[src/rtl/mae_pkg.sv]
// Package: shared types, codes and rate tables of the multichannel ADSR envelope.
package mae_pkg;

  // Event applied before the envelope step
  typedef enum logic [1:0] {
    OP_NONE    = 2'd0,
    OP_TRIGGER = 2'd1,
    OP_RELEASE = 2'd2,
    OP_NOTEOFF = 2'd3
  } op_e;

  // Envelope phase; codes 5..7 are never produced and act as off
  typedef enum logic [2:0] {
    PH_OFF     = 3'd0,
    PH_ATTACK  = 3'd1,
    PH_DECAY   = 3'd2,
    PH_SUSTAIN = 3'd3,
    PH_RELEASE = 3'd4
  } phase_e;

  localparam logic [11:0] FULL_LEVEL = 12'h F00;

  // One tick item, last field in the lowest bits
  typedef struct packed {
    logic [3:0] instrument;
    logic [7:0] sustain_release_code;
    logic [7:0] attack_decay_code;
    logic [1:0] channel;
    logic [1:0] opcode;
  } tick_t;

  // One result item, last field in the lowest bits
  typedef struct packed {
    logic        silenced;
    logic [11:0] level;
    logic [2:0]  phase;
    logic [3:0]  volume;
    logic [1:0]  voice;
  } result_t;

  localparam int TICK_W   = $bits(tick_t);
  localparam int RESULT_W = $bits(result_t);
  localparam int IN_DW    = ((TICK_W + 7) / 8) * 8;
  localparam int OUT_DW   = ((RESULT_W + 7) / 8) * 8;

  // Attack rate per nibble
  function automatic logic [11:0] attack_rate(input logic [3:0] code);
    logic [11:0] r;
    case (code)
      4'd0:    r = 12'h F00;
      4'd1:    r = 12'h F00;
      4'd2:    r = 12'h F00;
      4'd3:    r = 12'h C80;
      4'd4:    r = 12'h 7E5;
      4'd5:    r = 12'h 55B;
      4'd6:    r = 12'h 469;
      4'd7:    r = 12'h 3C0;
      4'd8:    r = 12'h 300;
      4'd9:    r = 12'h 133;
      4'd10:   r = 12'h 09A;
      4'd11:   r = 12'h 060;
      4'd12:   r = 12'h 04D;
      4'd13:   r = 12'h 01A;
      4'd14:   r = 12'h 00F;
      default: r = 12'h 00A;
    endcase
    return r;
  endfunction

  // Decay and release rate per nibble
  function automatic logic [11:0] fall_rate(input logic [3:0] code);
    logic [11:0] r;
    case (code)
      4'd0:    r = 12'h F00;
      4'd1:    r = 12'h C80;
      4'd2:    r = 12'h 640;
      4'd3:    r = 12'h 42B;
      4'd4:    r = 12'h 2A2;
      4'd5:    r = 12'h 1C9;
      4'd6:    r = 12'h 178;
      4'd7:    r = 12'h 140;
      4'd8:    r = 12'h 100;
      4'd9:    r = 12'h 066;
      4'd10:   r = 12'h 033;
      4'd11:   r = 12'h 020;
      4'd12:   r = 12'h 01A;
      4'd13:   r = 12'h 009;
      4'd14:   r = 12'h 005;
      default: r = 12'h 003;
    endcase
    return r;
  endfunction

  // Volume scale per instrument modulo 8
  function automatic logic [3:0] vol_scale(input logic [2:0] inst);
    logic [3:0] s;
    case (inst)
      3'd0:    s = 4'd13;
      3'd1:    s = 4'd11;
      3'd2:    s = 4'd10;
      3'd3:    s = 4'd11;
      3'd4:    s = 4'd13;
      3'd5:    s = 4'd13;
      3'd6:    s = 4'd14;
      default: s = 4'd12;
    endcase
    return s;
  endfunction

  // (hi * scale) / 15 via reciprocal: x * 137 >> 11 is exact for x <= 225
  function automatic logic [3:0] vol_calc(input logic [3:0] hi, input logic [2:0] inst);
    logic [7:0]  prod;
    logic [15:0] recip;
    prod  = hi * vol_scale(inst);
    recip = {8'd0, prod} * 16'd137;
    return recip[14:11];
  endfunction

endpackage

[src/rtl/multichannel_adsr_envelope.sv]
// Top level: input register, voice bank step and result register.
// A tick is held first in the input register and then in the result register.
// Throughput: one tick per cycle; the input register and the result register
// form a two-entry pipeline with a common stall on the result side.
// Reset clears all voice state to level zero, phase off, and empties both
// pipeline registers.
module multichannel_adsr_envelope #(
  parameter int VOICES = 3
) (
  input  logic                       clk_i,
  input  logic                       rst_ni,
  input  logic                       s_axis_tvalid,
  output logic                       s_axis_tready,
  // [1:0] opcode, [3:2] channel, [11:4] attack_decay_code,
  // [19:12] sustain_release_code, [23:20] instrument
  input  logic [mae_pkg::IN_DW-1:0]  s_axis_tdata,
  output logic                       m_axis_tvalid,
  input  logic                       m_axis_tready,
  // [1:0] voice, [5:2] volume, [8:6] phase, [20:9] level, [21] silenced, [23:22] zero
  output logic [mae_pkg::OUT_DW-1:0] m_axis_tdata
);

  logic             s1_valid_q;
  mae_pkg::tick_t   s1_tick_q;
  logic             m_valid_q;
  mae_pkg::result_t m_res_q;
  mae_pkg::result_t res;
  logic             advance;
  logic             s_xfer;

  assign advance       = !m_valid_q || m_axis_tready;
  assign s_axis_tready = !s1_valid_q || advance;
  assign s_xfer        = s_axis_tvalid && s_axis_tready;

  // Input register
  always_ff @(posedge clk_i or negedge rst_ni) begin
    if (!rst_ni) begin
      s1_valid_q <= 1'b0;
    end else if (s_xfer) begin
      s1_valid_q <= 1'b1;
    end else if (advance) begin
      s1_valid_q <= 1'b0;
    end
  end

  always_ff @(posedge clk_i) begin
    if (s_xfer) begin
      s1_tick_q <= mae_pkg::tick_t'(s_axis_tdata[mae_pkg::TICK_W-1:0]);
    end
  end

  mae_voice_bank #(
    .VOICES(VOICES)
  ) u_bank (
    .clk_i    (clk_i),
    .rst_ni   (rst_ni),
    .upd_en_i (s1_valid_q && advance),
    .tick_i   (s1_tick_q),
    .res_o    (res)
  );

  // Result register
  always_ff @(posedge clk_i or negedge rst_ni) begin
    if (!rst_ni) begin
      m_valid_q <= 1'b0;
    end else if (advance) begin
      m_valid_q <= s1_valid_q;
    end
  end

  always_ff @(posedge clk_i) begin
    if (advance && s1_valid_q) begin
      m_res_q <= res;
    end
  end

  assign m_axis_tvalid = m_valid_q;
  assign m_axis_tdata  = mae_pkg::OUT_DW'(m_res_q);

`ifndef SYNTHESIS
  a_level_max: assert property (@(posedge clk_i) disable iff (!rst_ni)
    m_valid_q |-> m_res_q.level <= mae_pkg::FULL_LEVEL)
    else $error("level above full scale");

  a_volume_max: assert property (@(posedge clk_i) disable iff (!rst_ni)
    m_valid_q |-> m_res_q.volume <= 4'd14)
    else $error("volume out of range");

  a_silenced_off: assert property (@(posedge clk_i) disable iff (!rst_ni)
    (m_valid_q && m_res_q.silenced) |->
      (m_res_q.phase == mae_pkg::PH_OFF && m_res_q.level == '0))
    else $error("silenced voice not off at zero level");

  a_unknown_voice: assert property (@(posedge clk_i) disable iff (!rst_ni)
    (m_valid_q && int'(m_res_q.voice) >= VOICES) |->
      (m_res_q.volume == '0 && m_res_q.phase == '0 && m_res_q.level == '0
       && !m_res_q.silenced))
    else $error("unknown voice reported nonzero result");

  a_ready_when_empty: assert property (@(posedge clk_i) disable iff (!rst_ni)
    !m_valid_q |-> s_axis_tready)
    else $error("input stalled with empty result register");
`endif

endmodule

[src/rtl/mae_voice_bank.sv]
// Per-voice envelope state and the single-pass event and envelope step.
module mae_voice_bank #(
  parameter int VOICES = 3
) (
  input  logic             clk_i,
  input  logic             rst_ni,
  input  logic             upd_en_i,
  input  mae_pkg::tick_t   tick_i,
  output mae_pkg::result_t res_o
);

  localparam int IDX_W = (VOICES > 1) ? $clog2(VOICES) : 1;

  mae_pkg::phase_e phase_q  [VOICES];
  logic [11:0]     level_q  [VOICES];
  logic [11:0]     att_q    [VOICES];
  logic [11:0]     dec_q    [VOICES];
  logic [11:0]     rel_q    [VOICES];
  logic [3:0]      sus_q    [VOICES];

  logic [IDX_W-1:0] idx;
  logic             in_range;
  mae_pkg::phase_e  ph_ev, ph_n;
  logic [11:0]      lvl_ev, lvl_n;
  logic [11:0]      att_n, dec_n, rel_n, tgt;
  logic [3:0]       sus_n;
  logic [12:0]      sum, lim;
  logic             sil;

  assign idx      = IDX_W'(tick_i.channel);
  assign in_range = int'(tick_i.channel) < VOICES;

  // Event, then one envelope step for the addressed voice
  always_comb begin
    ph_ev  = phase_q[idx];
    lvl_ev = level_q[idx];
    att_n  = att_q[idx];
    dec_n  = dec_q[idx];
    rel_n  = rel_q[idx];
    sus_n  = sus_q[idx];
    sil    = 1'b0;
    case (mae_pkg::op_e'(tick_i.opcode))
      mae_pkg::OP_TRIGGER: begin
        ph_ev = mae_pkg::PH_ATTACK;
        att_n = mae_pkg::attack_rate(tick_i.attack_decay_code[7:4]);
        dec_n = mae_pkg::fall_rate(tick_i.attack_decay_code[3:0]);
        sus_n = tick_i.sustain_release_code[7:4];
        rel_n = mae_pkg::fall_rate(tick_i.sustain_release_code[3:0]);
      end
      mae_pkg::OP_RELEASE: begin
        if (ph_ev != mae_pkg::PH_OFF && ph_ev != mae_pkg::PH_RELEASE) begin
          ph_ev = mae_pkg::PH_RELEASE;
        end
      end
      mae_pkg::OP_NOTEOFF: begin
        ph_ev  = mae_pkg::PH_OFF;
        lvl_ev = '0;
        sil    = 1'b1;
      end
      default: ;
    endcase

    tgt   = {sus_n, 8'd0};
    sum   = {1'b0, lvl_ev} + {1'b0, att_n};
    lim   = {1'b0, dec_n} + {1'b0, tgt};
    ph_n  = ph_ev;
    lvl_n = lvl_ev;
    case (ph_ev)
      mae_pkg::PH_ATTACK: begin
        if (sum >= {1'b0, mae_pkg::FULL_LEVEL}) begin
          lvl_n = mae_pkg::FULL_LEVEL;
          ph_n  = mae_pkg::PH_DECAY;
        end else begin
          lvl_n = sum[11:0];
        end
      end
      mae_pkg::PH_DECAY: begin
        if ({1'b0, lvl_ev} > lim) begin
          lvl_n = lvl_ev - dec_n;
        end else begin
          lvl_n = tgt;
          ph_n  = mae_pkg::PH_SUSTAIN;
        end
      end
      mae_pkg::PH_SUSTAIN: ;
      mae_pkg::PH_RELEASE: begin
        if (lvl_ev > rel_n) begin
          lvl_n = lvl_ev - rel_n;
        end else begin
          lvl_n = '0;
          ph_n  = mae_pkg::PH_OFF;
          sil   = 1'b1;
        end
      end
      default: begin
        lvl_n = '0;
        ph_n  = mae_pkg::PH_OFF;
      end
    endcase
  end

  // Result; an unknown voice reports its channel with all other fields zero
  always_comb begin
    res_o.voice = tick_i.channel;
    if (in_range) begin
      res_o.volume   = mae_pkg::vol_calc(lvl_n[11:8], tick_i.instrument[2:0]);
      res_o.phase    = ph_n;
      res_o.level    = lvl_n;
      res_o.silenced = sil;
    end else begin
      res_o.volume   = '0;
      res_o.phase    = '0;
      res_o.level    = '0;
      res_o.silenced = 1'b0;
    end
  end

  // Voice state write-back
  always_ff @(posedge clk_i or negedge rst_ni) begin
    if (!rst_ni) begin
      for (int v = 0; v < VOICES; v++) begin
        phase_q[v] <= mae_pkg::PH_OFF;
        level_q[v] <= '0;
        att_q[v]   <= '0;
        dec_q[v]   <= '0;
        rel_q[v]   <= '0;
        sus_q[v]   <= '0;
      end
    end else if (upd_en_i && in_range) begin
      phase_q[idx] <= ph_n;
      level_q[idx] <= lvl_n;
      att_q[idx]   <= att_n;
      dec_q[idx]   <= dec_n;
      rel_q[idx]   <= rel_n;
      sus_q[idx]   <= sus_n;
    end
  end

endmodule
[config.mk]
export PLATFORM = sky130hd
export DESIGN_NAME = multichannel_adsr_envelope
export DESIGN_NICKNAME = d
export VERILOG_FILES = /design/src/rtl/mae_pkg.sv /design/src/rtl/multichannel_adsr_envelope.sv /design/src/rtl/mae_voice_bank.sv
export SDC_FILE = /design/constraint.sdc
export NUM_CORES = 1
export LEC_CHECK = 0
export BUFFER_PORTS_ARGS = -buffer_cell sky130_fd_sc_hd__buf_2
export CAP_MARGIN = 10
export CORE_MARGIN = 2
export CORE_UTILIZATION = 45
export DETAILED_ROUTE_END_ITERATION = 6
export PLACE_DENSITY = 0.68
export RECOVER_POWER = 100
export SYNTH_ARGS = -nofsm -noshare
export SYNTH_HDL_FRONTEND = slang
export SYNTH_SLANG_ARGS = --single-unit
[constraint.sdc]
create_clock -name clk_i -period 16.6 [get_ports clk_i]
set_input_delay 0.83 -clock clk_i [delete_from_list [all_inputs] [get_ports clk_i]]
set_output_delay 0.83 -clock clk_i [all_outputs]
set_load 0.05 [all_outputs]
==> impl_metrics.py, run 1 <==
metrics = {
    "run_status": {
        "outcome": "finished with violations",
        "failed_checks": "max-capacitance violations, max-slew violations",
    },
    "worst_hold_path": {
        "hold_class": "in2reg",
        "min-delay-start": "s_axis_tdata[2]",
        "hold_path_depth": 1,
        "holdPathEnd": "s1_tick_q[2]$_DFFE_PP_",
    },
    "global_route": {
        "overflow": 0,
        "grt_pass1_vias": 11200,
        "grt_pass1_wl_um": 59100,
        "grt_max_degree": 86,
        "busiest_layer": "met2",
        "grt_use_met1": 0.298,
        "use_met2": 0.353,
        "met3_usage": 0.0271,
        "track_usage": 0.217,
        "antenna_found_initial": 0,
    },
    "detailed_routing": {
        "avgRoutedWirePerCell_um": 18.5,
        "wl_um": 36600,
        "route.detailed.drc": 0,
        "drtIter0Drc": 780,
        "drtPass1Iterations": 5,
        "avgViaCountPerCell": 5.72,
        "num_vias": 11300,
        "postRouteAntennaNets": 0,
    },
    "clocking": {
        "clk_latency_ns": 0.56,
        "cts_tree": "built",
        "htreeDepth": 1,
        "cts-hold-fix-buffers": 0,
        "cts_sinks": 248,
        "ctsResizeCount": 0,
        "root_buffer": "clkbuf_16",
        "cts_made_buffers": 27,
        "clk_path_buf_depth": 3,
        "post_cts.repair.setup_buffers": 0,
        "path_clk_slew_ns": 0.06,
    },
    "synthesis": {
        "async_flop_share": 0.673,
        "synth.cell_area_mm2": 0.0148,
        "synth_edf_count": 45,
        "synth_seq_cells": 248,
        "syn_inst": 1498,
        "ys_warn_count": 0,
        "yosysSeqAreaShare": 0.424,
        "synthDistinctLibCells": 93,
        "yosys_most_used_dff": "dfrtp_1",
        "synth_area_per_cell_um2": 9.85,
    },
    "worst_setup_path": {
        "cpMostUsedCell": "ha_1",
        "cp_max_fo": 54,
        "worstSetupStartpointType": "flop",
        "timing.rr.start": "s1_tick_q[3]$_DFFE_PP_",
        "r2r_setup_slack_ns": 3.43,
        "reg2reg_to": "m_axis_tdata[4]$_SDFFCE_PP0P_",
        "cp.arrival_ns": 13.48,
        "cp-startpoint": "s1_tick_q[3]$_DFFE_PP_",
        "cp-end-kind": "flop",
        "worstRegToRegCells": 36,
        "cp.required_ns": 16.91,
        "criticalPathCategory": "reg2reg",
        "cpPeakStageDelay_ns": 1.96,
        "critical-path-slowest-cell": "clkbuf_1",
    },
    "power": {
        "combPwrFrac": 0.344,
        "p_sw_frac": 0.350,
        "ir_worst_vdd_uv": 85.9,
        "leakagePower_nw": 7.32,
        "p_int_w": 0.00142,
        "p_total_w": 0.00218,
        "power_density_mw_per_mm2": 136,
        "pwr-share-seq": 0.383,
        "p_sw_w": 0.000764,
        "power_frac_clock": 0.273,
    },
    "placement": {
        "placed_cells": 1927,
        "gp_congestion": 0.938,
        "dp_hpwl_um": 25000,
        "numPortBuffers": 50,
    },
    "layout": {
        "area_growth_pct": 8.85,
        "final_cells": 1978,
        "fin_nets": 1642,
        "drive_above_1_share": 0.126,
        "final_common_cell": "nand2_1",
        "mostFrequentLayoutCells": "190 x nand2_1, 167 x o21ai_0, 167 x dfrtp_1",
    },
    "sta": {
        "slew_headroom": -2.15,
        "fmax_mhz": 75.9,
        "rsz0062_at_grt": "false",
        "min_period_over_period": 0.793,
        "fin_skew_ns": 0.0133,
        "hold_viol_final": 0,
        "setup_viol": 0,
        "holdWs_ns": 0.448,
        "fin_crit_ns": 13.17,
        "worst_pin_slew_ns": 4.73,
        "slew_violations": 550,
        "setup_tns_ns": 0,
    },
    "job": {
        "cap_violations": 11,
    },
    "die": {
        "core_mm2": 0.0325,
        "ioPinCount": 54,
        "rows": 66,
        "die_y_um": 185,
        "initial_core_util": 0.455,
        "die-area_mm2": 0.0343,
        "die_x_um": 185,
    },
}
-- power by group through the flow --
stage / clock, W / sequential (W) / combinational (W)
CTS: 0.000608 / 0.000835 / 0.000761
finish: 0.000596 / 0.000837 / 0.000751
global placement: 0 / 0.000836 / 0.000734
global route: 0.000632 / 0.000855 / 0.000840
detailed placement: 0 / 0.000846 / 0.000756
floorplan: 0 / 0.000849 / 0.000566
-- logic make-up after synthesis --
group	after synthesis	share of synthesized area
other cells	1	0.000254
simple gates	393	0.118
compound gates	436	0.199
xor+xnor	40	0.0237
buf+inv	131	0.0373
mux	149	0.111
flops	248	0.424
fa+ha+maj	100	0.0873
-- through the flow --
step           worst slack (ns)  utilization  instance area [um^2]
6_report                   3.43        0.495                 16100
5_1_grt                    2.60        0.495                 16100
4_1_cts                    5.88        0.501                 16300
3_5_place_dp               5.94        0.473                 15400
3_3_place_gp               6.08        0.473                 15400
2_1_floorplan              7.22            -                 14800
-- layer usage --
layer | wire length [um] | vias up
met1 | 16700 | 5485
li1 | - | 5446
met2 | 16700 | 303
met4 | 1330 | 0
met5 | 0 | -
met3 | 1850 | 80
-- critical path, delay by kind of cell, from the launching register on --
kind            cells  cell delay (ns)
flops               1             0.32
buf+inv             4             3.46
simple gates        7             1.83
fa+ha+maj           8             2.77
compound gates     15             3.92
xor+xnor            1             0.26
mux                 1             0.31
-- area by class of cell --
class / count / area, um^2
clock inverter: 6 / 45.0
fill: 2983 / 16400
tap: 442 / 553
clock buffer: 44 / 842
antenna: 1 / 2.50
timing repair buffer: 67 / 294
multi-input combinational: 1120 / 7890
sequential: 248 / 6250
inverter: 50 / 188
-- cell usage after synthesis (all sizes together), types with 31 or more instances --
cell type,count,area (um^2)
a21oi,92,472
buf,31,175
clkbuf,50,188
dfrtp,167,4180
dfxtp,36,721
edfxtp,45,1350
ha,95,1190
inv,50,188
mux2,100,1130
mux2i,49,507
nand2,190,713
nor2,98,370
o21ai,174,875
-- worst max-delay path by stage --
stage / depth (start not counted) / slack, ns / to
after global placement: 38 / 6.08 / m_axis_tdata[4]$_SDFFCE_PP0P_
after floorplan: 42 / 7.22 / m_axis_tdata[4]$_SDFFCE_PP0P_
after detailed placement: 38 / 5.94 / m_axis_tdata[4]$_SDFFCE_PP0P_
after global routing: 36 / 2.60 / m_axis_tdata[4]$_SDFFCE_PP0P_
final: 36 / 3.43 / m_axis_tdata[4]$_SDFFCE_PP0P_
after CTS: 38 / 5.88 / m_axis_tdata[4]$_SDFFCE_PP0P_
No activity file was read; power rests on OpenSTA's default activity.
==> run 2: changes to the inputs <==
- PLACE_DENSITY: 0.68 -> 0.7
- clock period: 16.6 -> 11.4 ns (I/O delays scaled with it)
==> impl_metrics.py, run 2 (synthesis gave the netlist of run 1 again) <==
metrics = {
    "worst_setup_path": {
        "cp-startpoint": "s1_tick_q[2]$_DFFE_PP_",
        "criticalPathCategory": "reg2reg",
        "worstRegToRegCells": 33,
        "cpPeakStageDelay_ns": 0.81,
        "r2r_setup_slack_ns": 0.99,
        "cpMostUsedCell": "ha_1",
        "cp.required_ns": 11.69,
        "worstSetupStartpointType": "flop",
        "timing.rr.start": "s1_tick_q[2]$_DFFE_PP_",
        "cp.arrival_ns": 10.70,
        "critical-path-slowest-cell": "nor2_1",
        "cp_max_fo": 34,
        "reg2reg_to": "m_axis_tdata[4]$_SDFFCE_PP0P_",
        "cp-end-kind": "flop",
    },
    "global_route": {
        "grt_max_degree": 97,
        "overflow": 0,
        "track_usage": 0.214,
        "grt_pass1_vias": 11100,
        "antenna_found_initial": 0,
        "grt_pass1_wl_um": 58700,
    },
    "worst_hold_path": {
        "hold_path_depth": 1,
        "min-delay-start": "s_axis_tdata[16]",
        "holdPathEnd": "s1_tick_q[16]$_DFFE_PP_",
        "hold_class": "in2reg",
    },
    "layout": {
        "final_cells": 1980,
        "drive_above_1_share": 0.124,
        "mostFrequentLayoutCells": "190 x nand2_1, 167 x dfrtp_1, 166 x o21ai_0",
        "diodes": 0,
        "fin_nets": 1644,
        "final_common_cell": "nand2_1",
        "area_growth_pct": 9.19,
        "final_core_util": 0.497,
        "fillCellCount": 3002,
    },
    "clocking": {
        "post_cts.repair.setup_buffers": 0,
        "cts_tree": "built",
        "path_clk_slew_ns": 0.06,
        "cts_sinks": 248,
        "cts_made_buffers": 29,
        "clk_latency_ns": 0.54,
        "htreeDepth": 1,
        "cts-hold-fix-buffers": 0,
        "root_buffer": "clkbuf_16",
        "ctsResizeCount": 0,
        "clk_path_buf_depth": 3,
    },
    "sta": {
        "min_period_over_period": 0.913,
        "slew_headroom": -2.53,
        "worst_pin_slew_ns": 5.30,
        "rsz0062_at_grt": "false",
        "fmax_mhz": 96.1,
        "setup_viol": 0,
        "fin_crit_ns": 10.41,
        "hold_viol_final": 0,
        "holdWs_ns": 0.200,
        "slew_violations": 397,
        "setup_tns_ns": 0,
        "fin_skew_ns": 0.0108,
    },
    "detailed_routing": {
        "num_vias": 11400,
        "wl_um": 36300,
        "drtPass1Iterations": 5,
        "postRouteAntennaNets": 0,
        "drtIter0Drc": 857,
        "route.detailed.drc": 0,
        "avgViaCountPerCell": 5.75,
        "avgRoutedWirePerCell_um": 18.3,
    },
    "die": {
        "rows": 66,
        "die_x_um": 185,
        "die_y_um": 185,
        "initial_core_util": 0.455,
        "core_mm2": 0.0325,
        "die-area_mm2": 0.0343,
        "ioPinCount": 54,
    },
    "placement": {
        "dp_hpwl_um": 25100,
        "numPortBuffers": 50,
        "gp_congestion": 0.941,
        "placed_cells": 1927,
    },
    "power": {
        "ir_worst_vdd_uv": 113,
        "power_density_mw_per_mm2": 199,
        "leakagePower_nw": 7.33,
    },
    "run_status": {
        "outcome": "finished with violations",
        "failed_checks": "max-capacitance violations, max-slew violations",
    },
    "job": {
        "cap_violations": 8,
    },
}
## run 2: cell types whose count changed in the layout (fill, tap and decap cells not counted), sizes merged
| cell | previous run | this run |
|---|---|---|
| clkinv | 5 | 7 |
| diode | 1 | 0 |
| bufinv | 0 | 1 |
## run 2: stage by stage
step	instance area (um^2)	total power, W	setup slack, ns
3_5_place_dp	15400	0.00233	1.31
3_3_place_gp	15400	0.00229	1.43
5_1_grt	16100	0.00342	0.322
6_report	16100	0.00320	0.989
2_1_floorplan	14800	0.00206	2.02
4_1_cts	16300	0.00323	1.26
## run 2: worst max-delay path by stage
stage | end | cells past startpoint
6_report | m_axis_tdata[4]$_SDFFCE_PP0P_ | 33
5_1_grt | m_axis_tdata[4]$_SDFFCE_PP0P_ | 35
4_1_cts | m_axis_tdata[4]$_SDFFCE_PP0P_ | 37
3_5_place_dp | m_axis_tdata[4]$_SDFFCE_PP0P_ | 36
3_3_place_gp | m_axis_tdata[4]$_SDFFCE_PP0P_ | 37
2_1_floorplan | m_axis_tdata[4]$_SDFFCE_PP0P_ | 42
## run 2: per-layer routing
| metal | vias up | wire length, um | part of all wire | global-route usage |
|---|---|---|---|---|
| li1 | 5471 | - | - | - |
| met1 | 5581 | 16600 | 0.46 | 0.293 |
| met2 | 279 | 16700 | 0.46 | 0.352 |
| met3 | 60 | 1950 | 0.054 | 0.0307 |
| met4 | 0 | 945 | 0.026 | 0.0679 |
| met5 | - | 0 | 0 | 0 |
## run 2: cell type report
type	count	area [um^2]	area share
multi-input combinational	1120	7910	0.491
sequential	248	6250	0.388
clock buffer	44	843	0.0523
tap	442	553	0.0343
timing repair buffer	67	302	0.0187
inverter	50	188	0.0116
clock inverter	9	73.8	0.00458
## run 2: worst max-delay path: cells and delay by family, from the launching register on
| family | cells | cell delay, ns |
|---|---|---|
| buffers and inverters | 2 | 0.60 |
| adders and majority gates | 8 | 2.90 |
| DFF | 1 | 0.51 |
| AOI/OAI and AO/OA | 14 | 3.02 |
| and+or+nand+nor | 8 | 2.85 |
| xor gates and xnor gates | 1 | 0.26 |
## run 2: power by group
group | total (W) | internal [W] | leakage, nW | switching, W
Combinational | 0.00110 | 0.000447 | 3.97 | 0.000651
Clock | 0.000887 | 0.000530 | 0.446 | 0.000357
Sequential | 0.00122 | 0.00111 | 2.92 | 0.000105
==> run 3: changes to the inputs <==
- PLACE_DENSITY: 0.7 -> 0.71
==> impl_metrics.py, run 3 (synthesis gave the netlist of run 1 again) <==
metrics = {
    "clocking": {
        "cts-hold-fix-buffers": 0,
        "clk_path_buf_depth": 3,
        "clk_latency_ns": 0.55,
        "path_clk_slew_ns": 0.06,
        "cts_made_buffers": 27,
        "ctsResizeCount": 0,
        "cts_tree": "built",
        "cts_sinks": 248,
        "post_cts.repair.setup_buffers": 0,
        "htreeDepth": 1,
        "root_buffer": "clkbuf_16",
    },
    "worst_setup_path": {
        "cp_max_fo": 50,
        "criticalPathCategory": "reg2reg",
        "cpPeakStageDelay_ns": 0.98,
        "worstRegToRegCells": 32,
        "critical-path-slowest-cell": "edfxtp_1",
        "cp.required_ns": 11.70,
        "worstSetupStartpointType": "flop",
        "cp-end-kind": "flop",
        "r2r_setup_slack_ns": 1.07,
        "reg2reg_to": "m_axis_tdata[4]$_SDFFCE_PP0P_",
        "cp.arrival_ns": 10.62,
        "timing.rr.start": "s1_tick_q[1]$_DFFE_PP_",
        "cpMostUsedCell": "ha_1",
    },
    "detailed_routing": {
        "drtPass1Iterations": 5,
        "met3_length_um": 1700,
        "highest_layer": "met4",
        "avgRoutedWirePerCell_um": 18.4,
        "route.detailed.drc": 0,
        "num_vias": 11300,
        "wl_um": 36300,
        "drtIter0Drc": 829,
        "postRouteAntennaNets": 0,
        "wl_met1_um": 16700,
        "avgViaCountPerCell": 5.70,
        "wl_met2_um": 16900,
    },
    "die": {
        "die_y_um": 185,
        "ioPinCount": 54,
        "die_x_um": 185,
        "initial_core_util": 0.455,
        "die-area_mm2": 0.0343,
        "core_mm2": 0.0325,
        "rows": 66,
    },
    "sta": {
        "slew_violations": 403,
        "fin_skew_ns": 0.0166,
        "setup_viol": 0,
        "setup_tns_ns": 0,
        "worst_pin_slew_ns": 4.93,
        "fin_crit_ns": 10.33,
        "hold_viol_final": 0,
        "rsz0062_at_grt": "false",
        "min_period_over_period": 0.906,
        "slew_headroom": -2.29,
        "fmax_mhz": 96.8,
        "holdWs_ns": 0.198,
    },
    "placement": {
        "numPortBuffers": 50,
        "gp_congestion": 0.922,
        "dp_hpwl_um": 24900,
        "placed_cells": 1927,
        "place_area_mm2": 0.0154,
    },
    "power": {
        "power_density_mw_per_mm2": 199,
        "p_total_w": 0.00320,
        "leakagePower_nw": 7.35,
        "ir_worst_vdd_uv": 128,
    },
    "layout": {
        "fin_nets": 1642,
        "drive_above_1_share": 0.131,
        "final_cells": 1977,
        "stdcell_area_mm2": 0.0161,
        "diodes": 0,
        "area_growth_pct": 9.05,
        "final_common_cell": "nand2_1",
        "mostFrequentLayoutCells": "190 x nand2_1, 167 x dfrtp_1, 166 x o21ai_0",
    },
    "job": {
        "cap_violations": 8,
    },
    "global_route": {
        "grt_pass1_vias": 11000,
        "grt_pass1_wl_um": 59100,
        "track_usage": 0.217,
        "grt_max_degree": 93,
        "antenna_found_initial": 0,
        "overflow": 0,
    },
    "run_status": {
        "failed_checks": "max-capacitance violations, max-slew violations",
        "outcome": "finished with violations",
    },
    "worst_hold_path": {
        "holdPathEnd": "s1_tick_q[22]$_DFFE_PP_",
        "min-delay-start": "s_axis_tdata[22]",
        "hold_path_depth": 1,
        "hold_class": "in2reg",
    },
}
run 3: changes by cell type in the layout (fill, tap and decap cells not counted), moves of 2 or more:
cell | before | now
clkinv_1 | 5 | 0
clkbuf_8 | 4 | 8
clkbuf_1 | 55 | 45
clkinv_2 | 1 | 5
clkbuf_16 | 30 | 28
buf_2 | 13 | 16
inv_6 | 0 | 2
inv_4 | 0 | 2
run 3: area by class of cell:
class,count,area [um^2]
Timing Repair Buffer,67,305
Tap cell,442,553
Fill cell,2931,16400
Sequential cell,248,6250
Inverter,50,188
Multi-Input combinational cell,1120,7880
Clock inverter,11,92.6
Clock buffer,39,822
run 3: worst max-delay path, delay by kind of cell (launching register included):
family | cells | cell delay [ns]
xor gates and xnor gates | 1 | 0.23
buffers and inverters | 2 | 0.61
DFF | 1 | 0.98
adders and majority gates | 8 | 3.00
AOI/OAI and AO/OA | 14 | 3.03
and+or+nand+nor | 7 | 2.14
run 3: worst max-delay path by stage:
stage | from | to | slack, ns
floorplan | s1_tick_q[2]$_DFFE_PP_ | m_axis_tdata[4]$_SDFFCE_PP0P_ | 2.02
global placement | s1_tick_q[2]$_DFFE_PP_ | m_axis_tdata[4]$_SDFFCE_PP0P_ | 1.46
detailed placement | s1_tick_q[1]$_DFFE_PP_ | m_axis_tdata[4]$_SDFFCE_PP0P_ | 1.34
CTS | s1_tick_q[1]$_DFFE_PP_ | m_axis_tdata[4]$_SDFFCE_PP0P_ | 1.32
global route | s1_tick_q[1]$_DFFE_PP_ | m_axis_tdata[4]$_SDFFCE_PP0P_ | 0.33
finish | s1_tick_q[1]$_DFFE_PP_ | m_axis_tdata[4]$_SDFFCE_PP0P_ | 1.07
run 3: report_power, final:
part           internal (W)  total [W]  switching, W
registers           0.00111    0.00122      0.000106
clock network      0.000524   0.000888      0.000364
logic              0.000444    0.00109      0.000643
run 3: metal layers:
layer / vias to the layer above / track usage
met3: 65 / 0.0283
li1: 5458 / -
met4: 0 / 0.0676
met5: - / 0
met1: 5471 / 0.296
met2: 275 / 0.360
run 3: metrics by stage:
| step | util | setup slack [ns] |
|---|---|---|
| 6_report | 0.496 | 1.07 |
| 3_3_place_gp | 0.473 | 1.46 |
| 3_5_place_dp | 0.473 | 1.34 |
| 5_1_grt | 0.496 | 0.327 |
| 2_1_floorplan | - | 2.02 |
| 4_1_cts | 0.502 | 1.32 |
